File: src/sv/world_to_screen_projection_core_assert.svh
// Assertion macros shared by the projection core modules
`ifndef WORLD_TO_SCREEN_PROJECTION_CORE_ASSERT_SVH
`define WORLD_TO_SCREEN_PROJECTION_CORE_ASSERT_SVH

// Check a condition at every clock edge outside reset
`define W2S_ASSERT_NOW(lbl, ck, rs, cond) \
  lbl: assert property (@(posedge ck) disable iff (rs) (cond)) \
    else $error("w2s assertion failed");

// Check a consequence in the cycle after its trigger
`define W2S_ASSERT_NEXT(lbl, ck, rs, ante, cons) \
  lbl: assert property (@(posedge ck) disable iff (rs) (ante) |=> (cons)) \
    else $error("w2s assertion failed");

`endif

File: src/sv/w2s_pkg.sv
// Shared types, widths and helpers for the projection core
package w2s_pkg;

  localparam int FRAC_BITS = 16;
  localparam int DATA_W    = 32;
  localparam int SIZE_W    = 14;
  localparam int IDX_W     = 4;
  localparam int ADDR_W    = 3;
  localparam int PROD_W    = 2 * DATA_W;
  localparam int CLIP_W    = PROD_W - FRAC_BITS + 2;
  localparam int NUM_W     = CLIP_W + 1;
  localparam int SCL_W     = NUM_W + SIZE_W;
  localparam int DIVN_W    = SCL_W + FRAC_BITS;
  localparam int QBITS     = DATA_W + 1;
  localparam int HI_W      = DIVN_W - QBITS;
  localparam int CMP_W     = (HI_W > NUM_W) ? HI_W : NUM_W;
  localparam int W_MIN     = ((1 << FRAC_BITS) + 5) / 10;
  localparam int Q_DEPTH   = 4;
  localparam int QPTR_W    = $clog2(Q_DEPTH);

  localparam logic [SIZE_W-1:0] WIDTH_RESET  = SIZE_W'(1920);
  localparam logic [SIZE_W-1:0] HEIGHT_RESET = SIZE_W'(1080);

  localparam logic REG_WIDTH  = 1'b0;
  localparam logic REG_HEIGHT = 1'b1;

  localparam logic [DATA_W-1:0] SAT_POS = {1'b0, {(DATA_W-1){1'b1}}};
  localparam logic [DATA_W-1:0] SAT_NEG = {1'b1, {(DATA_W-1){1'b0}}};

  typedef enum logic {
    CMD_LOAD    = 1'b0,
    CMD_PROJECT = 1'b1
  } cmd_t;

  typedef struct packed {
    cmd_t              kind;
    logic [IDX_W-1:0]  idx;
    logic [DATA_W-1:0] a;
    logic [DATA_W-1:0] b;
    logic [DATA_W-1:0] c;
  } q_entry_t;

  typedef struct packed {
    logic v;
    logic vis;
    logic negx;
    logic negy;
    logic ovx;
    logic ovy;
  } side_t;

  function automatic logic signed [CLIP_W-1:0] flr_ext(logic signed [PROD_W-1:0] p);
    logic signed [PROD_W-1:0] s;
    s = p >>> FRAC_BITS;
    return s[CLIP_W-1:0];
  endfunction

  function automatic logic [DATA_W-1:0] sat(logic [QBITS-1:0] q, logic neg, logic ov);
    logic [QBITS-1:0] nq;
    nq = -q;
    if (ov) begin
      return neg ? SAT_NEG : SAT_POS;
    end else if (neg) begin
      return (q > QBITS'(SAT_NEG)) ? SAT_NEG : nq[DATA_W-1:0];
    end else begin
      return (q > QBITS'(SAT_POS)) ? SAT_POS : q[DATA_W-1:0];
    end
  endfunction

endpackage

File: src/sv/w2s_front.sv
// Request intake, classification and queue toward the arithmetic back end
`include "world_to_screen_projection_core_assert.svh"
module w2s_front (
  input  logic                          clk,
  input  logic                          rst,
  input  logic                          in_valid,
  output logic                          in_ready,
  input  logic                          command,
  input  logic [w2s_pkg::IDX_W-1:0]     coef_index,
  input  logic signed [w2s_pkg::DATA_W-1:0] coef_value,
  input  logic signed [w2s_pkg::DATA_W-1:0] point_x,
  input  logic signed [w2s_pkg::DATA_W-1:0] point_y,
  input  logic signed [w2s_pkg::DATA_W-1:0] point_z,
  output logic                          deq_valid,
  input  logic                          deq_ready,
  output w2s_pkg::q_entry_t             deq_entry
);

  w2s_pkg::q_entry_t            mem [w2s_pkg::Q_DEPTH];
  w2s_pkg::q_entry_t            enq_entry;
  logic [w2s_pkg::QPTR_W-1:0]   wr_ptr;
  logic [w2s_pkg::QPTR_W-1:0]   rd_ptr;
  logic [w2s_pkg::QPTR_W:0]     count;
  logic                         push;
  logic                         pop;

  assign in_ready  = !rst && (count != (w2s_pkg::QPTR_W+1)'(w2s_pkg::Q_DEPTH));
  assign push      = in_valid && in_ready;
  assign deq_valid = (count != '0);
  assign pop       = deq_valid && deq_ready;
  assign deq_entry = mem[rd_ptr];

  always_comb begin
    enq_entry.kind = w2s_pkg::cmd_t'(command);
    enq_entry.idx  = coef_index;
    enq_entry.a    = (enq_entry.kind == w2s_pkg::CMD_PROJECT) ? point_x : coef_value;
    enq_entry.b    = point_y;
    enq_entry.c    = point_z;
  end

  always_ff @(posedge clk) begin
    if (push) begin
      mem[wr_ptr] <= enq_entry;
    end
  end

  always_ff @(posedge clk) begin
    if (rst) begin
      wr_ptr <= '0;
      rd_ptr <= '0;
      count  <= '0;
    end else begin
      if (push) begin
        wr_ptr <= wr_ptr + 1'b1;
      end
      if (pop) begin
        rd_ptr <= rd_ptr + 1'b1;
      end
      count <= count + (w2s_pkg::QPTR_W+1)'(push) - (w2s_pkg::QPTR_W+1)'(pop);
    end
  end

  `W2S_ASSERT_NOW(a_count_bound, clk, rst, count <= (w2s_pkg::QPTR_W+1)'(w2s_pkg::Q_DEPTH))
  `W2S_ASSERT_NOW(a_ptr_gap, clk, rst, (wr_ptr - rd_ptr) == count[w2s_pkg::QPTR_W-1:0])
  `W2S_ASSERT_NEXT(a_count_track, clk, rst, 1'b1, count == $past(count) + (w2s_pkg::QPTR_W+1)'($past(push)) - (w2s_pkg::QPTR_W+1)'($past(pop)))

endmodule

File: config.mk
export PLATFORM = sky130hd
export DESIGN_NAME = w2s_front
export DESIGN_NICKNAME = d
export VERILOG_FILES = /design/src/sv/w2s_pkg.sv /design/src/sv/w2s_front.sv
export VERILOG_INCLUDE_DIRS = /design/src /design/src/sv
export SDC_FILE = /design/constraint.sdc
export NUM_CORES = 1
export LEC_CHECK = 0
export BUFFER_PORTS_ARGS = -buffer_cell sky130_fd_sc_hd__buf_2
export CORE_ASPECT_RATIO = 0.5
export CORE_MARGIN = 2
export CORE_UTILIZATION = 55
export CTS_BUF_LIST = sky130_fd_sc_hd__clkbuf_16
export CTS_CLUSTER_DIAMETER = 200
export DETAILED_ROUTE_END_ITERATION = 10
export HOLD_SLACK_MARGIN = 0.12
export PLACE_DENSITY = 0.78
export SKIP_CTS_REPAIR_TIMING = 1
export SLEW_MARGIN = 20
export SYNTH_ARGS = -nofsm -noshare
export SYNTH_HDL_FRONTEND = slang
export SYNTH_SLANG_ARGS = --single-unit
File: constraint.sdc
create_clock -name clk -period 5.5 [get_ports clk]
set_input_delay 1.1 -clock clk [delete_from_list [all_inputs] [get_ports clk]]
set_output_delay 1.1 -clock clk [all_outputs]
set_load 0.005 [all_outputs]
Word level (Yosys, flattened, before mapping)
Memories as Yosys holds them, arrays and structs flattened. A register that Yosys moved wholly into a read port is not among the register bits.
Index checks and enable logic that the tools add are counted.
{"block": "totals", "n_memories": 1, "wordCells": 19, "register_bits": 7, "ram_bits": 404, "in_bits": 137, "out_inout_bits": 103}
{"block": "classes", "n_eq_ne": 1, "n_reduce_logical": 5, "mux": 5, "addsub": 4}
{"memory": "mem", "words": 4, "word_bits": 101, "read_ports": 1, "rd_ports_with_merged_regs": 1, "write_ports": 1, "line_no": "w2s_front.sv:19", "text": "w2s_pkg::q_entry_t mem [w2s_pkg::Q_DEPTH];"}
{"op": "32-bit two-way mux", "n": 1}
{"op": "2-bit by 1-bit adder with 2-bit output, second input constant", "n": 2}
{"op": "2-bit two-way mux", "n": 2}
{"op": "3-bit by 1-bit adder with 3-bit output", "n": 1}
{"op": "1-bit logical AND", "n": 3}
{"op": "3-bit inequality test, second input constant", "n": 1}
{"op": "3-bit nonzero test", "n": 1}
{"op": "3-bit by 1-bit subtractor with 3-bit output", "n": 1}
{"op": "1-bit two-way mux", "n": 2}
{"op": "1-bit zero test", "n": 1}

Logic depth before layout (Yosys ltp)
Gate-level depths: netlist of run 1.
{"block": "depth", "depth_word": 5, "ltp_mapped": 11, "depth_no_buf": 11}

Worst setup path after synthesis of run 1
No wires, ideal clock.
{"block": "synth_timing", "kind": "input-to-reg", "start": "in rst", "end": "mem mem[0][0] (netlist name), enable pin", "t_required_ps": 5029, "arrival_ps": 4018, "path_buffers": 1, "path_slack_ps": 1010, "path_stages": 3, "setup_ps": 471, "cell_sequence": "buf_2 -> nor3b_2 -> and2_1"}
{"block": "synth_between", "elab_chain_cells": 5}
{"element": "from (decl)", "line_no": "w2s_front.sv:5", "text": "input logic rst,"}
{"element": "1-bit zero test", "line_no": "w2s_front.sv:27", "text": "assign in_ready = !rst && (count != (w2s_pkg::QPTR_W+1)'(w2s_pkg::Q_DEPTH));"}
{"element": "1-bit logical AND", "line_no": "w2s_front.sv:27"}
{"element": "1-bit logical AND", "line_no": "w2s_front.sv:28", "text": "assign push = in_valid && in_ready;"}
{"element": "1-bit two-way mux", "line_no": "w2s_front.sv:42", "text": "if (push) begin"}
{"element": "1-bit two-way mux (not written as such)", "line_no": "w2s_front.sv:43", "text": "mem[wr_ptr] <= enq_entry;"}
{"element": "to (decl)", "line_no": "w2s_front.sv:19"}
No other way between the ends.

==> results of run 1 <==
==> cells by family after synthesis <==
| group | count (synthesis) | synth area share |
|---|---|---|
| flops | 413 | 0.798 |
| mux | 135 | 0.172 |
| buf+inv | 32 | 0.0138 |
| simple gates | 18 | 0.00689 |
| fa+ha+maj | 7 | 0.00616 |
| xor+xnor | 3 | 0.00170 |
| compound gates | 2 | 0.00114 |
==> stage by stage <==
stage	power, mW	cell area (µm²)	instances
global placement	5.50	17100	1214
finish	7.83	18200	1280
detailed placement	5.53	17100	1214
global route	8.14	18200	1280
floorplan	4.92	15400	610
CTS	7.91	18200	1277
==> synth_stat cells <==
cell,instances
mux4_2,101
nor2_1,7
edfxtp_1,404
ha_1,6
nor2b_1,1
mux2_1,2
o311ai_0,1
mux2_4,1
fa_1,1
xor2_1,2
dfxtp_1,9
nor3b_2,2
o31a_1,1
inv_1,5
clkbuf_1,3
xnor2_1,1
and2_1,5
mux2_2,30
nand2b_1,1
buf_2,14
buf_6,10
mux2i_1,1
or3_1,1
nor3_1,1
==> worst max-delay path, delay by kind of cell, from the launching register on <==
family	cells	cell delay [ns]
flops	1	0.90
mux	1	0.60
buf+inv	2	0.58
==> flip-flops by register name (all words and copies together), names as in the netlist, named ones only <==
register,flops
mem,404
rd_ptr,2
count,3
wr_ptr,2
==> routing by layer <==
layer,vias to the layer above,share of wire,global-route usage
met1,3766,0.41,0.267
met3,59,0.045,0.0353
met4,0,0.025,0.0729
li1,3127,-,-
met2,214,0.52,0.340
met5,-,0,0
==> path summary, 6_finish.rpt <==
kind                   from       endpoint  slack (ns)
setup / recovery   register  deq_entry[92]        1.78
setup reg to reg   count[1]     mem[1][38]        2.77
hold reg to reg   wr_ptr[0]      wr_ptr[0]        0.52
hold / removal    wr_ptr[0]      wr_ptr[0]        0.52
==> power by group through the flow <==
stage / sequential (mW) / combinational, mW / clock, mW
3_5_place_dp: 3.98 / 1.55 / 0
4_1_cts: 3.92 / 1.57 / 2.43
2_1_floorplan: 3.85 / 1.08 / 0
3_3_place_gp: 3.97 / 1.54 / 0
6_report: 3.91 / 1.54 / 2.39
5_1_grt: 3.94 / 1.64 / 2.55
==> cell type report <==
class	instances	area, µm²	area share
antenna	3	7.51	0.000413
clock buffer	37	926	0.0510
clock inverter	26	178	0.00978
inverter	5	18.8	0.00103
multi-input combinational	165	2920	0.161
sequential	413	12300	0.678
tap	382	478	0.0263
timing repair buffer	249	1320	0.0727
==> flow_summary.json, run 1 <==
{
  "setup-tns-final_ns": 0,
  "dp_slack_ns": 2.05,
  "setup_violations": 0,
  "grt.overflow.total": 0,
  "fin_nets": 1014,
  "p_int_mw": 5.89,
  "hold_ws_ns": 0.524,
  "outcome": "finished, final reports clean",
  "clockRootBuffer": "clkbuf_16",
  "yosysWarningCount": 0,
  "critPathCaptureType": "output port",
  "maxSlewViolCount": 0,
  "ant_nets": 0,
  "worstPathArrival_ns": 2.62,
  "layout_commonest_cell": "edfxtp_1",
  "grt_pass1_vias": 7517,
  "drv_cap": 0,
  "wire_per_inst_um": 23.0,
  "cts_tree": "built",
  "grt_pass1_wl_um": 43500,
  "startpoint_type": "register",
  "crit_slowest_cell": "dfxtp_4",
  "core_area_um2": 27700,
  "dieWidth_um": 241,
  "cts_buffer_depth": 3,
  "dieArea_um2": 29500,
  "tightest_slew_ns": 1.09,
  "synth_area_leaders": "edfxtp_1 (79%), mux4_2 (15%), mux2_2 (2.2%)",
  "pin_count": 240,
  "seqPwrFrac": 0.499,
  "fin_crit_sh": 0.676,
  "utilization": 0.657,
  "insertion_delay_ns": 0.52,
  "vias_per_cell": 5.60,
  "drive_gt1_frac": 0.492,
  "setup_slack_ns": 1.78,
  "p_clk_frac": 0.305,
  "gp_congestion": 0.773,
  "rows": 43,
  "drcViolationCount": 0,
  "grt_setup_unrepaired": "no",
  "track_usage": 0.201,
  "syn_area_per_cell_um2": 25.3,
  "ir_drop_uv": 246,
  "p_leak_nw": 6.11,
  "power.density_nw_per_um2": 431,
  "combPwrFrac": 0.196,
  "placement.io_buffers": 239,
  "required_ns": 4.40,
  "cts_sinks": 413,
  "yosysTopAreaCell": "edfxtp_1",
  "syn_inst": 610,
  "finClkSkew_ns": 0.0156,
  "drt-pass1-iter-count": 5,
  "seq_area_frac_synth": 0.798,
  "vias": 7166,
  "cts-buffers-inserted": 36,
  "fill_cells": 1802,
  "die_h_um": 122,
  "routed_wl_um": 29500,
  "p_sw_frac": 0.248,
  "ys_types": 24,
  "cp_max_fo": 42,
  "clk_pin_slew_ns": 0.06,
  "clock.fmax_mhz": 269,
  "antenna_found_initial": 3,
  "start_util": 0.558,
  "hold_viol_final": 0,
  "p_switching_mw": 1.94,
  "grt_max_degree": 72,
  "hpwl_um": 17500,
  "crit_chain": "buf_4 -> mux4_2 -> buf_2",
  "netlist_area_um2": 15400,
  "area_growth_pct": 17.7,
  "slowest_delay_ns": 0.90,
  "criticalPathCategory": "register to output port",
  "synth_top_area_share": 0.786,
  "layout_common_cells": "edfxtp_1 (404), buf_2 (239), mux4_2 (101), clkbuf_16 (37), mux2_2 (30)",
  "whs_path_depth": 1,
  "fin_crit_ns": 3.72,
  "hold_class": "register to register",
  "htree_levels": 2,
  "ff2ff_path_depth": 4,
  "max_slew_margin": 0.272,
  "first_iter_violations": 602,
  "syn_nets": 754,
  "yosys_register_bits": 413
}
Power figures use the tool's default switching activity.
==> run 2: changes to the inputs <==
- CORE_UTILIZATION: 55 -> 51
- PLACE_DENSITY: 0.78 -> 0.76
- clock period: 5.5 -> 3.1 ns (I/O delays scaled with it)
==> flow_summary.json, run 2 (synthesis gave the netlist of run 1 again) <==
{
  "r2r_start": "count[1]",
  "placement.io_buffers": 239,
  "biggestRegsByFlops": "mem x404, count x3",
  "cts_sinks": 413,
  "fin_nets": 1026,
  "p_int_mw": 10.5,
  "grt_pass1_vias": 7736,
  "setup_violations": 0,
  "setup_slack_ns": 0.291,
  "largest_reg_flops": 404,
  "die_h_um": 127,
  "finClkSkew_ns": 0.00802,
  "stdcell_count": 1299,
  "worstPathArrival_ns": 2.19,
  "ir_drop_uv": 346,
  "clock.fmax_mhz": 356,
  "cts_buffer_depth": 3,
  "startpoint_type": "register",
  "seqCellArea_um2": 12300,
  "layout_commonest_cell": "edfxtp_1",
  "p_clk_frac": 0.306,
  "p_sw_frac": 0.243,
  "cp_max_fo": 16,
  "fill_cells": 2041,
  "tightest_slew_ns": 0.828,
  "wire_per_inst_um": 22.5,
  "insertion_delay_ns": 0.51,
  "dp_slack_ns": 0.611,
  "vias": 7134,
  "htree_levels": 2,
  "setup-tns-final_ns": 0,
  "dieWidth_um": 250,
  "clockRootBuffer": "clkbuf_16",
  "rr_endpoint": "count[2]",
  "pin_count": 240,
  "stdcell_area_um2": 18300,
  "drt-pass1-iter-count": 6,
  "max_slew_margin": 0.448,
  "antenna_found_initial": 1,
  "required_ns": 2.48,
  "track_usage": 0.187,
  "ant_nets": 0,
  "p_leak_nw": 6.20,
  "vias_per_cell": 5.49,
  "drive_gt1_frac": 0.493,
  "grt_setup_unrepaired": "no",
  "fin_crit_ns": 2.81,
  "grt.overflow.total": 0,
  "min_from": "point_z[30]",
  "grt_pass1_wl_um": 44500,
  "fin_crit_sh": 0.906,
  "hpwl_um": 18500,
  "gp_congestion": 0.759,
  "p_switching_mw": 3.38,
  "whs_path_depth": 1,
  "clk_pin_slew_ns": 0.06,
  "maxSlewViolCount": 0,
  "critPathCaptureType": "output port",
  "first_iter_violations": 486,
  "top_register": "mem",
  "drv_cap": 0,
  "hold_viol_final": 0,
  "multi_input_area_um2": 2920,
  "drcViolationCount": 0,
  "cts_tree": "built",
  "dieArea_um2": 31700,
  "r2r_setup_slack_ns": 0.87,
  "power.density_nw_per_um2": 760,
  "place_area_um2": 17200,
  "layout_common_cells": "edfxtp_1 (404), buf_2 (239), mux4_2 (101), clkbuf_16 (37), mux2_2 (30)",
  "ff2ff_path_depth": 11,
  "criticalPathCategory": "register to output port",
  "whs_endpoint": "mem[3][30]",
  "seqPwrFrac": 0.488,
  "routed_wl_um": 29200,
  "cts-buffers-inserted": 36,
  "area_growth_pct": 18.9,
  "combPwrFrac": 0.206,
  "outcome": "finished, final reports clean",
  "dp_cells": 1235,
  "rows": 44,
  "core_area_um2": 29400,
  "hold_class": "input pin to register",
  "start_util": 0.525,
  "grt_max_degree": 53
}
## run 2: cell count changes in the layout (fill, tap and decap cells not counted)
cell        delta
buf_12         +6
clkinv_1       +5
buf_4          +6
inv_6          -1
clkinvlp_4     -2
clkinv_4       -1
diode_2        -2
bufinv_16      +1
clkinv_2       -2
## run 2: area by class of cell
| cell class | count | area share |
|---|---|---|
| sequential | 413 | 0.672 |
| tap | 391 | 0.0267 |
| clock buffer | 37 | 0.0505 |
| timing repair buffer | 261 | 0.0810 |
| inverter | 5 | 0.00102 |
| multi-input combinational | 165 | 0.159 |
| clock inverter | 26 | 0.0100 |
| antenna | 1 | 0.000136 |
## run 2: critical path, cell delays in order, from the launching register on
cell and delay, ns:
dfxtp_4 0.54, buf_4 0.40, mux4_2 0.58, buf_2 0.15
## run 2: metal layers
metal | routed length, µm | up-vias | global-route usage
li1 | - | 3148 | -
met1 | 11800 | 3791 | 0.236
met2 | 15700 | 150 | 0.336
met3 | 1060 | 45 | 0.0344
met4 | 692 | 0 | 0.0557
met5 | 0 | - | 0
## run 2: worst max path at each step
stage,endpoint,depth (start not counted)
global placement,count[2],11
floorplan,mem[0][0],3
detailed placement,count[2],11
global route,deq_entry[82],3
CTS,deq_entry[82],3
finish,deq_entry[88],3
## run 2: metrics by stage
step	util	hold WS [ns]	power [mW]
2_1_floorplan	-	0.475	8.72
3_3_place_gp	0.586	0.489	9.80
3_5_place_dp	0.586	0.523	9.88
4_1_cts	0.624	0.298	14.1
5_1_grt	0.624	0.298	14.6
6_report	0.624	0.323	13.9
## run 2: power by group through the flow
| stage | logic (mW) | registers (mW) | clock network, mW |
|---|---|---|---|
| global route | 3.11 | 6.84 | 4.60 |
| floorplan | 1.91 | 6.80 | 0 |
| finish | 2.88 | 6.80 | 4.26 |
| CTS | 2.97 | 6.81 | 4.37 |
| detailed placement | 2.95 | 6.93 | 0 |
| global placement | 2.91 | 6.89 | 0 |
==> run 3: changes to the inputs <==
- CORE_MARGIN: 2 -> 4
- TNS_END_PERCENT: not set -> 1
- clock period: 3.1 -> 2.45 ns (I/O delays scaled with it)
==> flow_summary.json, run 3 (synthesis gave the netlist of run 1 again) <==
{
  "outcome": "finished, final reports clean",
  "pin_count": 240,
  "power.density_nw_per_um2": 979,
  "htree_levels": 2,
  "start_util": 0.525,
  "hold_ws_ns": 0.181,
  "cts_tree": "built",
  "place_area_um2": 17400,
  "rows": 44,
  "core_area_um2": 29400,
  "placement.io_buffers": 239,
  "ant_nets": 0,
  "die_h_um": 131,
  "p_total_mw": 18.4,
  "fin_crit_sh": 0.990,
  "cts_sinks": 413,
  "tightest_slew_ns": 0.529,
  "grt_setup_unrepaired": "yes",
  "criticalPathCategory": "register to output port",
  "r2r_start": "count[2]",
  "ir_drop_uv": 495,
  "drive_gt1_frac": 0.504,
  "biggestRegsByFlops": "mem x404, count x3",
  "fin_nets": 1042,
  "dieWidth_um": 254,
  "grt_pass1_wl_um": 45300,
  "layout_commonest_cell": "edfxtp_1",
  "startpoint_type": "register",
  "stdcell_count": 1316,
  "setup_violations": 0,
  "grt_pass1_vias": 7766,
  "max_slew_margin": 0.647,
  "clockRootBuffer": "clkbuf_16",
  "dp_slack_ns": 0.0951,
  "worstPathArrival_ns": 1.94,
  "gp_congestion": 0.738,
  "area_growth_pct": 21.7,
  "track_usage": 0.182,
  "cts-buffers-inserted": 36,
  "drv_cap": 0,
  "hold_viol_final": 0,
  "whs_path_depth": 1,
  "min_from": "coef_index[1]",
  "layout_common_cells": "edfxtp_1 (404), buf_2 (226), mux4_2 (101), clkbuf_16 (38), mux2_2 (30)",
  "hold_class": "input pin to register",
  "insertion_delay_ns": 0.52,
  "setup_slack_ns": 0.0238,
  "clock.fmax_mhz": 412,
  "p_leak_nw": 6.37,
  "vias": 7252,
  "maxSlewViolCount": 0,
  "antenna_found_initial": 4,
  "critPathCaptureType": "output port",
  "wire_per_inst_um": 23.3,
  "utilization": 0.639,
  "grt.overflow.total": 0,
  "drt-pass1-iter-count": 4,
  "routed_wl_um": 30600,
  "clk_pin_slew_ns": 0.06,
  "dp_cells": 1242,
  "dieArea_um2": 33300,
  "drcViolationCount": 0,
  "vias_per_cell": 5.51,
  "cts_buffer_depth": 3,
  "cp_max_fo": 20,
  "setup-tns-final_ns": 0,
  "grt_max_degree": 56,
  "ff2ff_path_depth": 11,
  "stdcell_area_um2": 18800,
  "top_register": "mem",
  "first_iter_violations": 415,
  "hpwl_um": 19400,
  "required_ns": 1.96,
  "largest_reg_flops": 404,
  "finClkSkew_ns": 0.0136,
  "fin_crit_ns": 2.43
}
==> run 3: cell types whose count changed in the layout (fill, tap and decap cells not counted), sizes merged <==
cell / previous run / this run
inv: 10 / 9
clkinvlp: 0 / 1
clkbuf: 37 / 38
clkinv: 18 / 14
bufinv: 3 / 5
buf: 261 / 276
diode: 1 / 4
==> run 3: power by group <==
| group | switching (mW) | internal (mW) | leakage (nW) |
|---|---|---|---|
| clock network | 2.36 | 3.25 | 0.577 |
| logic | 1.91 | 2.34 | 2.05 |
| registers | 0.172 | 8.35 | 3.74 |
| total | 4.44 | 13.9 | 6.37 |
==> run 3: area by class of cell <==
cell class                 instances  area, µm²
multi-input combinational        165       2920
tap                              391        489
sequential                       413      12300
fill                            1987      10600
inverter                           5       18.8
clock buffer                      37        926
clock inverter                    24        229
timing repair buffer             277       1880
antenna                            4       10.0
==> run 3: critical path, stage by stage (launching register included) <==
cell and delay (ns):
dfxtp_4 0.38, buf_12 0.14, buf_16 0.20, mux4_2 0.52, buf_2 0.17
==> run 3: per-layer routing <==
layer  GRT usage  share of wire
met5           0              0
met4      0.0706          0.031
met3      0.0326          0.040
met2       0.332           0.55
met1       0.222           0.38
==> run 3: worst paths after layout <==
check	slack (ns)	to
setup / recovery	0.02	deq_entry[100]
hold / removal	0.18	mem[0][97]
setup reg to reg	0.20	count[2]
hold reg to reg	0.52	rd_ptr[1]
